## src/skf_pkg.sv

```systemverilog
`timescale 1ns / 1ps

package skf_pkg;

   // Default number of fraction bits in all fixed-point quantities.
   localparam int SKF_FRAC_BITS = 16;

   localparam int VAL_W      = 32;   // sample and estimate
   localparam int VAR_W      = 26;   // error variance
   localparam int NOISE_W    = 24;   // noise registers
   localparam int GAIN_OUT_W = 17;   // gain field of a result
   localparam int MAG_W      = VAL_W + 1;
   localparam int MUL_B_W    = 17;
   localparam int CSR_IDX_W  = 1;

   localparam logic [VAR_W-1:0]   VAR_MAX     = VAR_W'(1) << 25;
   localparam logic [NOISE_W-1:0] NOISE_RESET = NOISE_W'(65536);

   typedef enum logic [CSR_IDX_W-1:0] {
      REG_PROCESS_NOISE     = 1'b0,
      REG_MEASUREMENT_NOISE = 1'b1
   } skf_reg_type;

   typedef enum logic [3:0] {
      CMD_NONE,
      CMD_LOAD,
      CMD_PREDICT,
      CMD_DIV_INIT,
      CMD_DIV_STEP,
      CMD_MUL_DLO,
      CMD_MUL_DHI,
      CMD_MUL_PLO,
      CMD_MUL_PHI,
      CMD_VAR_FIN,
      CMD_EMIT
   } skf_cmd_type;

endpackage

```

## src/skf_ctrl.sv

```systemverilog
`timescale 1ns / 1ps

module skf_ctrl import skf_pkg::*; #(
   parameter int FRAC_BITS = SKF_FRAC_BITS
) (
   input  logic        clock,
   input  logic        reset,
   input  logic        req_valid,
   input  logic        req_op,
   output logic        req_ready,
   output logic        rsp_valid,
   input  logic        rsp_ready,
   output skf_cmd_type cmd
);

   localparam int CNT_W = $clog2(FRAC_BITS + 1);

   typedef enum logic [3:0] {
      ST_IDLE,
      ST_DINIT,
      ST_DSTEP,
      ST_MDLO,
      ST_MDHI,
      ST_MPLO,
      ST_MPHI,
      ST_VFIN,
      ST_EMIT
   } state_type;

   state_type        state_ff;
   logic [CNT_W-1:0] cnt_ff;
   logic             rsp_valid_ff;
   logic             accept;
   logic             slot_free;

   assign req_ready = (state_ff == ST_IDLE);
   assign accept    = req_valid && req_ready;
   assign slot_free = !rsp_valid_ff || rsp_ready;
   assign rsp_valid = rsp_valid_ff;

   always_comb begin
      case (state_ff)
         ST_IDLE:  cmd = accept ? (req_op ? CMD_PREDICT : CMD_LOAD) : CMD_NONE;
         ST_DINIT: cmd = CMD_DIV_INIT;
         ST_DSTEP: cmd = CMD_DIV_STEP;
         ST_MDLO:  cmd = CMD_MUL_DLO;
         ST_MDHI:  cmd = CMD_MUL_DHI;
         ST_MPLO:  cmd = CMD_MUL_PLO;
         ST_MPHI:  cmd = CMD_MUL_PHI;
         ST_VFIN:  cmd = CMD_VAR_FIN;
         ST_EMIT:  cmd = slot_free ? CMD_EMIT : CMD_NONE;
         default:  cmd = CMD_NONE;
      endcase
   end

   always_ff @(posedge clock) begin
      if (reset) begin
         state_ff     <= ST_IDLE;
         cnt_ff       <= '0;
         rsp_valid_ff <= 1'b0;
      end else begin
         if ((state_ff == ST_EMIT) && slot_free) begin
            rsp_valid_ff <= 1'b1;
         end else if (rsp_ready) begin
            rsp_valid_ff <= 1'b0;
         end
         case (state_ff)
            ST_IDLE: begin
               if (accept) begin
                  state_ff <= req_op ? ST_DINIT : ST_EMIT;
               end
            end
            ST_DINIT: begin
               cnt_ff   <= '0;
               state_ff <= ST_DSTEP;
            end
            ST_DSTEP: begin
               // One quotient bit per cycle; FRAC_BITS + 1 bits in all.
               if (cnt_ff == CNT_W'(FRAC_BITS)) begin
                  state_ff <= ST_MDLO;
               end else begin
                  cnt_ff <= cnt_ff + CNT_W'(1);
               end
            end
            ST_MDLO: state_ff <= ST_MDHI;
            ST_MDHI: state_ff <= ST_MPLO;
            ST_MPLO: state_ff <= ST_MPHI;
            ST_MPHI: state_ff <= ST_VFIN;
            ST_VFIN: state_ff <= ST_EMIT;
            ST_EMIT: begin
               if (slot_free) begin
                  state_ff <= ST_IDLE;
               end
            end
            default: state_ff <= ST_IDLE;
         endcase
      end
   end

endmodule

```

## src/skf_dpath.sv

```systemverilog
`timescale 1ns / 1ps

module skf_dpath import skf_pkg::*; #(
   parameter int FRAC_BITS = SKF_FRAC_BITS
) (
   input  logic                    clock,
   input  logic                    reset,
   input  logic                    csr_we,
   input  logic [CSR_IDX_W-1:0]    csr_index,
   input  logic [NOISE_W-1:0]      csr_wdata,
   input  skf_cmd_type             cmd,
   input  logic signed [VAL_W-1:0] req_sample,
   output logic signed [VAL_W-1:0] rsp_estimate,
   output logic [VAR_W-1:0]        rsp_variance,
   output logic [GAIN_OUT_W-1:0]   rsp_gain
);

   localparam int GAIN_W = FRAC_BITS + 1;
   localparam int PROD_W = GAIN_W + MUL_B_W;
   localparam int ACC_W  = GAIN_W + MAG_W;
   localparam int DEN_W  = VAR_W + 1;

   localparam logic [GAIN_W-1:0] ONE_GAIN = {1'b1, {FRAC_BITS{1'b0}}};
   localparam logic [VAR_W-1:0]  VAR_ONE  = {{(VAR_W - GAIN_W){1'b0}}, ONE_GAIN};
   localparam logic [ACC_W-1:0]  HALF_ACC =
      {{(ACC_W - FRAC_BITS){1'b0}}, 1'b1, {(FRAC_BITS - 1){1'b0}}};
   localparam logic signed [VAL_W+1:0] EST_HI = 34'sd2147483647;
   localparam logic signed [VAL_W+1:0] EST_LO = -34'sd2147483648;

   // Configuration and filter state.
   logic [NOISE_W-1:0]      q_ff;
   logic [NOISE_W-1:0]      r_ff;
   logic signed [VAL_W-1:0] est_ff;
   logic [VAR_W-1:0]        var_ff;

   // Working registers of one filter step.
   logic signed [VAL_W-1:0] sample_ff;
   logic [VAR_W-1:0]        p_ff;
   logic [DEN_W-1:0]        den_ff;
   logic                    den_zero_ff;
   logic [DEN_W-1:0]        rem_ff;
   logic [GAIN_W-1:0]       num_ff;
   logic [GAIN_W-1:0]       quot_ff;
   logic [MAG_W-1:0]        mag_ff;
   logic                    neg_ff;
   logic [ACC_W-1:0]        acc_ff;
   logic signed [VAL_W+1:0] step_ff;
   logic [GAIN_OUT_W-1:0]   gain_res_ff;

   logic signed [VAL_W-1:0] out_est_ff;
   logic [VAR_W-1:0]        out_var_ff;
   logic [GAIN_OUT_W-1:0]   out_gain_ff;

   logic [DEN_W-1:0]        pred_sum;
   logic [VAR_W-1:0]        p_in;
   logic [DEN_W-1:0]        den_sum;
   logic [DEN_W-1:0]        rem_shift;
   logic                    rem_ge;
   logic [DEN_W-1:0]        rem_sub;
   logic [GAIN_W-1:0]       gain;
   logic [MAG_W-1:0]        diff;
   logic [MAG_W-1:0]        mag_in;
   logic [GAIN_W-1:0]       mul_a;
   logic [MUL_B_W-1:0]      mul_b;
   logic [PROD_W-1:0]       prod;
   logic [ACC_W-1:0]        rnd;
   logic [ACC_W-1:0]        rnd_sh;
   logic [MAG_W-1:0]        step_mag;
   logic signed [VAL_W+1:0] step_in;
   logic signed [VAL_W+1:0] est_sum;
   logic signed [VAL_W-1:0] est_in;
   logic [DEN_W-1:0]        var_rnd;
   logic [VAR_W-1:0]        var_in;

   // Prediction: P + q, saturated.
   assign pred_sum = {1'b0, var_ff} + {{(DEN_W - NOISE_W){1'b0}}, q_ff};
   assign p_in     = (pred_sum > {1'b0, VAR_MAX}) ? VAR_MAX : pred_sum[VAR_W-1:0];
   assign den_sum  = {1'b0, p_ff} + {{(DEN_W - NOISE_W){1'b0}}, r_ff};

   // Restoring division step. The remainder always stays below a nonzero divisor.
   assign rem_shift = {rem_ff[DEN_W-2:0], num_ff[GAIN_W-1]};
   assign rem_ge    = (rem_shift >= den_ff);
   assign rem_sub   = rem_shift - den_ff;
   assign gain      = den_zero_ff ? '0 : quot_ff;

   // Innovation as sign and magnitude.
   assign diff   = {sample_ff[VAL_W-1], sample_ff} - {est_ff[VAL_W-1], est_ff};
   assign mag_in = diff[MAG_W-1] ? (~diff + MAG_W'(1)) : diff;

   always_comb begin
      case (cmd)
         CMD_MUL_DLO: begin
            mul_a = gain;
            mul_b = {1'b0, mag_ff[15:0]};
         end
         CMD_MUL_DHI: begin
            mul_a = gain;
            mul_b = mag_ff[MAG_W-1:16];
         end
         CMD_MUL_PLO: begin
            mul_a = ONE_GAIN - gain;
            mul_b = {1'b0, p_ff[15:0]};
         end
         CMD_MUL_PHI: begin
            mul_a = ONE_GAIN - gain;
            mul_b = {{(MUL_B_W - (VAR_W - 16)){1'b0}}, p_ff[VAR_W-1:16]};
         end
         default: begin
            mul_a = '0;
            mul_b = '0;
         end
      endcase
   end

   assign prod = mul_a * mul_b;

   // Rounding of the accumulated product; used for the step and the variance.
   assign rnd      = acc_ff + HALF_ACC;
   assign rnd_sh   = rnd >> FRAC_BITS;
   assign step_mag = rnd_sh[MAG_W-1:0];
   assign step_in  = neg_ff ? -$signed({1'b0, step_mag}) : $signed({1'b0, step_mag});

   assign est_sum = $signed({{2{est_ff[VAL_W-1]}}, est_ff}) + step_ff;
   assign est_in  = (est_sum > EST_HI) ? 32'sh7fffffff :
                    (est_sum < EST_LO) ? 32'sh80000000 : est_sum[VAL_W-1:0];

   assign var_rnd = rnd_sh[DEN_W-1:0];
   assign var_in  = (var_rnd > {1'b0, VAR_MAX}) ? VAR_MAX : var_rnd[VAR_W-1:0];

   always_ff @(posedge clock) begin
      if (reset) begin
         q_ff   <= NOISE_RESET;
         r_ff   <= NOISE_RESET;
         est_ff <= '0;
         var_ff <= VAR_ONE;
      end else begin
         if (csr_we) begin
            case (csr_index)
               REG_PROCESS_NOISE:     q_ff <= csr_wdata;
               REG_MEASUREMENT_NOISE: r_ff <= csr_wdata;
               default: ;
            endcase
         end
         case (cmd)
            CMD_LOAD: begin
               est_ff <= req_sample;
               var_ff <= VAR_ONE;
            end
            CMD_MUL_PHI: est_ff <= est_in;
            CMD_VAR_FIN: var_ff <= var_in;
            default: ;
         endcase
      end
   end

   always_ff @(posedge clock) begin
      case (cmd)
         CMD_LOAD: begin
            gain_res_ff <= '0;
         end
         CMD_PREDICT: begin
            sample_ff <= req_sample;
            p_ff      <= p_in;
         end
         CMD_DIV_INIT: begin
            // The top 25 numerator bits never reach the divisor, since P <= P + R.
            den_ff      <= den_sum;
            den_zero_ff <= (den_sum == '0);
            rem_ff      <= {2'b00, p_ff[VAR_W-1:1]};
            num_ff      <= {p_ff[0], {FRAC_BITS{1'b0}}};
            quot_ff     <= '0;
            mag_ff      <= mag_in;
            neg_ff      <= diff[MAG_W-1];
         end
         CMD_DIV_STEP: begin
            rem_ff  <= rem_ge ? rem_sub : rem_shift;
            quot_ff <= {quot_ff[GAIN_W-2:0], rem_ge};
            num_ff  <= num_ff << 1;
         end
         CMD_MUL_DLO: begin
            acc_ff      <= ACC_W'(prod);
            gain_res_ff <= GAIN_OUT_W'(gain);
         end
         CMD_MUL_DHI: begin
            acc_ff <= acc_ff + (ACC_W'(prod) << 16);
         end
         CMD_MUL_PLO: begin
            step_ff <= step_in;
            acc_ff  <= ACC_W'(prod);
         end
         CMD_MUL_PHI: begin
            acc_ff <= acc_ff + (ACC_W'(prod) << 16);
         end
         CMD_EMIT: begin
            out_est_ff  <= est_ff;
            out_var_ff  <= var_ff;
            out_gain_ff <= gain_res_ff;
         end
         default: ;
      endcase
   end

   assign rsp_estimate = out_est_ff;
   assign rsp_variance = out_var_ff;
   assign rsp_gain     = out_gain_ff;

endmodule

```

## src/scalar_kalman_filter.sv

```systemverilog
`timescale 1ns / 1ps

// One-dimensional Kalman filter in fixed point with FRAC_BITS fraction bits.
// A load item (op 0) sets the estimate to the sample and the variance to 1.0;
// a filter item (op 1) predicts, forms the gain with a restoring divider that
// produces one quotient bit per cycle, and updates estimate and variance with
// a shared multiplier on the low and high halves of the innovation magnitude
// and then of the predicted variance. Each item yields one result. The next
// item is taken once the current result is written to the output register (a
// write that waits while an earlier one is unread), where it may still wait.
// Noise registers are to be written through the csr_ port only while the
// block is idle; the block itself does not enforce this.
module scalar_kalman_filter import skf_pkg::*; #(
   parameter int FRAC_BITS = SKF_FRAC_BITS
) (
   input  logic                    clock,
   input  logic                    reset,
   input  logic                    csr_we,
   input  logic [CSR_IDX_W-1:0]    csr_index,
   input  logic [NOISE_W-1:0]      csr_wdata,
   input  logic                    req_valid,
   output logic                    req_ready,
   input  logic                    req_op,
   input  logic signed [VAL_W-1:0] req_sample,
   output logic                    rsp_valid,
   input  logic                    rsp_ready,
   output logic signed [VAL_W-1:0] rsp_estimate,
   output logic [VAR_W-1:0]        rsp_variance,
   output logic [GAIN_OUT_W-1:0]   rsp_gain
);

   skf_cmd_type cmd;

   skf_ctrl #(
      .FRAC_BITS (FRAC_BITS)
   ) u_ctrl (
      .clock     (clock),
      .reset     (reset),
      .req_valid (req_valid),
      .req_op    (req_op),
      .req_ready (req_ready),
      .rsp_valid (rsp_valid),
      .rsp_ready (rsp_ready),
      .cmd       (cmd)
   );

   skf_dpath #(
      .FRAC_BITS (FRAC_BITS)
   ) u_dpath (
      .clock        (clock),
      .reset        (reset),
      .csr_we       (csr_we),
      .csr_index    (csr_index),
      .csr_wdata    (csr_wdata),
      .cmd          (cmd),
      .req_sample   (req_sample),
      .rsp_estimate (rsp_estimate),
      .rsp_variance (rsp_variance),
      .rsp_gain     (rsp_gain)
   );

   // After an input transfer the block is busy in the following cycle.
   a_busy_after_accept : assert property (@(posedge clock) disable iff (reset)
      (req_valid && req_ready) |=> !req_ready)
      else $error("input taken again right after a transfer");

   // A result appears only through the emit command.
   a_valid_from_emit : assert property (@(posedge clock) disable iff (reset)
      $rose(rsp_valid) |-> $past(cmd == CMD_EMIT))
      else $error("result valid without emit");

   // A delivered variance never exceeds the saturation limit.
   a_variance_limit : assert property (@(posedge clock) disable iff (reset)
      rsp_valid |-> (rsp_variance <= VAR_MAX))
      else $error("variance above limit");

endmodule
```

## config.mk

```make
export PLATFORM = sky130hd
export DESIGN_NAME = scalar_kalman_filter
export DESIGN_NICKNAME = d
export VERILOG_FILES = /design/src/skf_pkg.sv /design/src/skf_ctrl.sv /design/src/skf_dpath.sv /design/src/scalar_kalman_filter.sv
export SDC_FILE = /design/constraint.sdc
export NUM_CORES = 2
export LEC_CHECK = 0
export BUFFER_PORTS_ARGS = -buffer_cell sky130_fd_sc_hd__buf_2
export CAP_MARGIN = 40
export CORE_AREA = 8 8 215 320
export CTS_CLUSTER_DIAMETER = 200
export DETAILED_ROUTE_END_ITERATION = 12
export DIE_AREA = 0 0 223 328
export PLACE_DENSITY = 0.82
export SLEW_MARGIN = 20
export SYNTH_ARGS = -nofsm -noshare
export SYNTH_HDL_FRONTEND = slang
export SYNTH_SLANG_ARGS = --single-unit
```

## constraint.sdc

```tcl
create_clock -name clock -period 22.7 [get_ports clock]
set_input_delay 1.135 -clock clock [delete_from_list [all_inputs] [get_ports clock]]
set_output_delay 1.135 -clock clock [all_outputs]
set_load 0.02 [all_outputs]
```

; ---- After elaboration in Yosys (flattened, before gate mapping)
; Cells that the tools add are included.
[classes]
muxes = 29
reduce_logical = 21
multipliers = 1
n_addsub = 11
bitwise = 2
eq_ne = 23
n_lt_le_gt_ge = 5
[ops]
columns = op, count
row1 = $pmux W17 S2, 4
row2 = $pmux W26 S2, 2
row3 = $pmux W50 S2, 1
row4 = $mux W32, 3
row5 = $pmux W4 S9, 2
row6 = $pmux W17 S4, 1
row7 = $pmux W32 S2, 1
row8 = $add A26 B24 Y27, 2
row9 = $gt A27 B26 Y1 const B, 2
row10 = $mux W26, 2
row11 = $add A50 B50 Y50, 1
row12 = $add A49 B16 Y49 const B, 1
row13 = $add A32 B34 Y34, 1
row14 = $gt A34 B32 Y1 const B, 1
row15 = $lt A34 B32 Y1 const B, 1
row16 = $mul A17 B17 Y34, 1
row17 = $neg A33 Y34, 1
row18 = $add A33 B1 Y33 const B, 1
row19 = $mux W33, 1
row20 = $not A33 Y33, 1
row21 = $sub A32 B32 Y33, 1
row22 = $eq A4 B3 Y1 const B, 8
row23 = $ge A27 B27 Y1, 1
row24 = $logic_not A27 Y1, 1
row25 = 24 further kinds, 51
[word_totals]
wordCells = 116
register_bits = 472
in_bits = 63

; ---- Depth between registers and ports, before layout
[depth]
ltp_word = 10
ltp_mapped = 44

; ---- Modules after synthesis
; A second synthesis with hierarchy kept.
[unflattened]
cells_unflattened = 4041
area_unflattened_um2 = 36885.4
[modules_own_cells]
columns = mod, instances, cells_per_inst, seq_area_each_um2, area_each_um2
row1 = skf_dpath, 1, 3966, 11851.4, 36291.1
row2 = skf_ctrl, 1, 75, 200.2, 594.3

; ---- Worst setup path before layout
; OpenSTA, ideal clock, no wires.
[synth_timing]
path_type = input-to-reg
start = input port rsp_ready
end = register u_dpath.acc_ff[48] (data pin)
required_ns = 22.434
setup_ns = 0.266
stages = 38
t_arrival_ns = 10.187
path_slack_ns = 12.247
cell_sequence = nor2b_1 -> nor2_1 -> o21bai_1 -> clkbuf_1 -> mux2i_1 -> nor2_1 -> a221oi_1 -> clkbuf_1 -> nor2_1 -> fa_1 -> inv_1 -> fa_1 -> fa_1 -> fa_1 -> inv_1 -> fa_1 -> inv_1 -> fa_1 -> (+2 left out) -> a21o_1 -> a21oi_1 -> o21bai_1 -> a211oi_1 -> nor2_1 -> o41ai_1 -> a21oi_1 -> a31oi_1 -> xnor2_1 -> ha_1 -> and3_1 -> nand2_1 -> a21oi_1 -> o221ai_1 -> o211ai_1 -> o41ai_1 -> xor3_1 -> nor2_1
[synth_between]
elab_chain_len = 9
elab_cells_between_ends = 16
cone_classes = add/sub (1) / mul (1) / eq/ne (4) / mux (5) / reduce/logical (5)
[synth_rtl]
columns = element, line_no
row1 = "start, declared", scalar_kalman_filter.sv:26  ; input logic rsp_ready,
row2 = $logic_or A1 B1 Y1 *, skf_ctrl.sv:38  ; assign slot_free = !rsp_valid_ff || rsp_ready;
row3 = $mux W4 *, skf_ctrl.sv:51  ; ST_EMIT: cmd = slot_free ? CMD_EMIT : CMD_NONE;
row4 = $pmux W4 S9 *, skf_ctrl.sv:42  ; case (state_ff)
row5 = $eq A4 B4 Y1 / $eq A4 B3 Y1 (equally long branches), "skf_dpath.sv:91, skf_dpath.sv:157"
row6 = $reduce_or A2 Y1 (no line), -
row7 = $pmux W17 S2, skf_dpath.sv:91  ; case (cmd)
row8 = $mul A17 B17 Y34, skf_dpath.sv:115  ; assign prod = mul_a * mul_b;
row9 = $add A50 B50 Y50, "skf_dpath.sv:185, skf_dpath.sv:192"
row10 = $pmux W50 S2 *, skf_dpath.sv:157  ; case (cmd)
row11 = "end signal, assigned", skf_dpath.sv:185  ; acc_ff <= acc_ff + (ACC_W'(prod) << 16);
row12 = "end signal, assigned", skf_dpath.sv:189  ; acc_ff <= ACC_W'(prod);
row13 = "end signal, assigned", skf_dpath.sv:192  ; acc_ff <= acc_ff + (ACC_W'(prod) << 16);
row14 = "end, declared", skf_dpath.sv:46  ; logic [ACC_W-1:0] acc_ff;
; Mark *: on every way between the ends. The rest lies on a longest branch, timed or not.
; A chain may end at the register's enable or synchronous reset.

; ---- Worst setup path in the final report
[layout_timing]
start = register u_ctrl.state_ff[1]
end = register u_dpath.acc_ff[48] (data pin)
[layout_between]
elab_chain_len = 10
elab_cells_between_ends = 25
cone_classes = add/sub (1) / mul (1) / eq/ne (12) / mux (5) / reduce/logical (6)
[layout_rtl]
columns = element, line_no
row1 = "start, declared", skf_ctrl.sv:30  ; state_type state_ff;
row2 = "start signal, assigned", skf_ctrl.sv:70  ; state_ff <= req_op ? ST_DINIT : ST_EMIT;
row3 = $logic_not A4 Y1, "skf_ctrl.sv:36, skf_ctrl.sv:42"
row4 = $logic_and A1 B1 Y1, skf_ctrl.sv:37  ; assign accept = req_valid && req_ready;
row5 = $mux W4, skf_ctrl.sv:43  ; ST_IDLE: cmd = accept ? (req_op ? CMD_PREDICT : CMD_LOAD) : CMD_NONE;
row6 = $pmux W4 S9 *, skf_ctrl.sv:42
row7 = $eq A4 B4 Y1 / $eq A4 B3 Y1 (equally long branches), "skf_dpath.sv:91, skf_dpath.sv:157"
row8 = $reduce_or A2 Y1 (no line), -
row9 = $pmux W17 S2, skf_dpath.sv:91
row10 = $mul A17 B17 Y34, skf_dpath.sv:115
row11 = $add A50 B50 Y50, "skf_dpath.sv:185, skf_dpath.sv:192"
row12 = $pmux W50 S2 *, skf_dpath.sv:157
; Marked as above.

==> impl_metrics.ini <==
[outcome]
status = finished clean

[sta]
fmax_mhz = 87.95
setup_viol = 0
fin_setup_tns_ns = 0
whs_ns = 0.4159
slew_headroom_pct = 40.25
finalHoldViolations = 0
rsz0062_at_grt = no
drv_slew = 0
period_needed_ns = 11.37
tightest_slew_ns = 0.8850
fin_skew_ns = 0.02861
finalCritPeriodShare_pct = 50.09

[yosys]
ys_ff_latch = 440
synth_commonest_cells = nand2_1, inv_1, nor2_1
ys_seq_area_share_pct = 32.68
synth_nets = 4639
ys.flop_type = edfxtp_1
yosys_warnings = 0
async_reset_ff_share_pct = 0
synthTopCellsByArea = edfxtp_1, fa_1, ha_1, dfxtp_1, nand2_1
netlist_instances = 4058
synth.most_common_cell = nand2_1
yosysTopAreaCellShare_pct = 26.39
synth_area_leader_cell = edfxtp_1
ys_types = 81
synth_edf_count = 324
avgSynthCellArea_um2 = 9.086
synth_area_um2 = 36870

[worst_setup_path]
path_max_fanout = 29
crit_path_start_kind = flip-flop
cpMostUsedCell = fa_1
cpPeakStageDelay_ns = 0.59
cp.arrival_ns = 11.71
r2r-start = u_ctrl.state_ff[1]
crit_type = reg2reg
crit_slowest_cell = a21oi_1
required_ns = 23.04
r2r_cells = 40
endpoint_kind = flip-flop
regToRegEndpoint = u_dpath.acc_ff[48]
reg2reg_slack_ns = 11.33

[power_and_ir_drop]
vdd_drop_max_mv = 0.05308
leakage_nw = 17.24
fin_total_pwr_mw = 2.525
powerDensity_nw_per_um2 = 62.80

[grt]
track_usage_pct = 28.99
grt_max_degree = 64
top_usage_layer = met2
grtUsageMet1_pct = 31.15
grt_util_met3_pct = 4.026
grt_overflow = 0
grt_pass1_vias = 30520
grt_use_met2_pct = 50.77
grt_pass1_wl_um = 166700
antenna_found_initial = 2

[placed_design]
dp_cells = 4912
gp_congestion = 0.9778
numPortBuffers = 139
dp_hpwl_um = 84090

[routing]
drcViolationCount = 0
wl_um = 107900
drt-initial-drc-count = 2751
drt-pass1-iter-count = 6
vias = 30630
drtAntennaViolNets = 0
avgViaCountPerCell = 6.131
avgRoutedWirePerCell_um = 21.61

[job]
max_cap_viol_count = 0

[clocking]
post_cts_buffers = 0
cts_buffers = 41
cts_hold_buf = 0
cts_resized = 0
cts_max_level = 2
insertion_delay_ns = 0.60
cts_root_buf = clkbuf_16
clockBufferDepth = 3
cts_tree = yes
clk_pin_slew_ns = 0.08
cts.sinks = 440

[die]
core_um2 = 64040
io_pins = 140
dieArea_um2 = 73140
die_h_um = 328
fp-row-count = 114
die_x_um = 223
start_util_pct = 57.57

[worst_hold_path]
hold_class = reg2reg
worstHoldPathCells = 0
hold_start = u_dpath.gain_res_ff[7]
min_to = u_dpath.rsp_gain[7]

[finish]
drive_above_1_share_pct = 7.891
synthToLayoutAreaGrowth_pct = 9.016
nNetsFinal = 4730
fin_util_pct = 62.77
final_cells = 4996
cell families (layout without fill, tap and decap cells):
group,Yosys count,after routing,synth area share [%]
AO/OA/AOI/OAI,887,887,15.07
XOR/XNOR,277,277,6.620
adder cells (fa/ha/maj),518,518,22.26
buffers and inverters,583,707,5.938
flip-flops,440,440,32.68
multiplexers,42,42,1.154
other,0,2,0
AND/OR/NAND/NOR,1311,1311,16.27
layout by cell type, fill, tap and decap left out, types with 38 or more instances in the layout:
| cell | instances |
|---|---|
| nor2_1 | 331 |
| nand2_1 | 523 |
| inv_1 | 432 |
| a21o_1 | 100 |
| nand3_1 | 87 |
| o21bai_1 | 40 |
| and2_1 | 86 |
| xnor2_1 | 168 |
| a31oi_1 | 47 |
| clkbuf_16 | 42 |
| dfxtp_1 | 116 |
| ha_1 | 288 |
| xor2_1 | 108 |
| mux2i_1 | 38 |
| fa_1 | 230 |
| edfxtp_1 | 324 |
| a21oi_1 | 260 |
| nor3_1 | 55 |
| buf_4 | 46 |
| buf_2 | 139 |
| o21ai_0 | 201 |
sequential cells by signal, summed over array words and instances, names as in the netlist, 4 cells and up:
signal and cells:
u_dpath.gain_res_ff 17, u_dpath.rsp_variance 26, u_ctrl.state_ff 4, u_dpath.var_ff 26, u_dpath.rem_ff 26, u_dpath.q_ff 24, u_dpath.est_ff 32, u_dpath.r_ff 24
u_dpath.acc_ff 34, u_dpath.step_ff 34, u_dpath.den_ff 27, u_dpath.rsp_estimate 32, u_ctrl.cnt_ff 5, u_dpath.sample_ff 32, u_dpath.quot_ff 17, u_dpath.p_ff 26
u_dpath.rsp_gain 17, u_dpath.mag_ff 33
cell type report:
class,instances,area (µm²)
diodes,2,5.005
clock buffers,45,1072
clock inverters,31,473.0
fillers,5251,23850
inverters,435,1633
multi-input cells,3035,22730
flip-flops and latches,440,12050
well taps,812,1016
repair buffers,196,1219
layer usage:
| layer | vias to the layer above | wire length, µm |
|---|---|---|
| li1 | 14120 | - |
| met1 | 14830 | 37210 |
| met2 | 1249 | 53560 |
| met3 | 428 | 7109 |
| met4 | 0 | 10070 |
| met5 | - | 0 |
per-stage QoR:
stage                     setup WS (ns)  instance area, µm²
after floorplan                   12.25               36870
after global routing              10.67               40190
after CTS                         11.41               40080
after detailed placement          10.89               38540
final                             11.33               40200
after global placement            10.80               38410
critical path, delay by kind of cell, from the launching register on:
family	cells	cell delay [ns]
AO/OA/AOI/OAI	16	4.00
flip-flops	1	0.47
XOR/XNOR	3	0.66
adder cells (fa/ha/maj)	8	3.74
AND/OR/NAND/NOR	6	1.42
buffers and inverters	7	0.84
worst max-delay path by stage:
stage	startpoint	end	slack, ns	depth (start not counted)
5_1_grt	u_ctrl.state_ff[1]	u_dpath.acc_ff[48]	10.67	40
6_report	u_ctrl.state_ff[1]	u_dpath.acc_ff[48]	11.33	40
3_5_place_dp	rsp_ready	u_dpath.acc_ff[48]	10.89	41
3_3_place_gp	rsp_ready	u_dpath.acc_ff[48]	10.80	40
2_1_floorplan	rsp_ready	u_dpath.acc_ff[48]	12.25	38
4_1_cts	u_ctrl.state_ff[1]	u_dpath.acc_ff[48]	11.41	40
report_power, final:
part           internal (mW)  switching [mW]  total, mW  leakage, nW
Clock                  0.464           0.336      0.800        0.752
Combinational          0.250           0.459      0.708         12.5
Sequential             0.959          0.0572       1.02         3.95
Total                   1.67           0.852       2.52         17.2
Note: power is estimated with default switching activity, not from simulation.
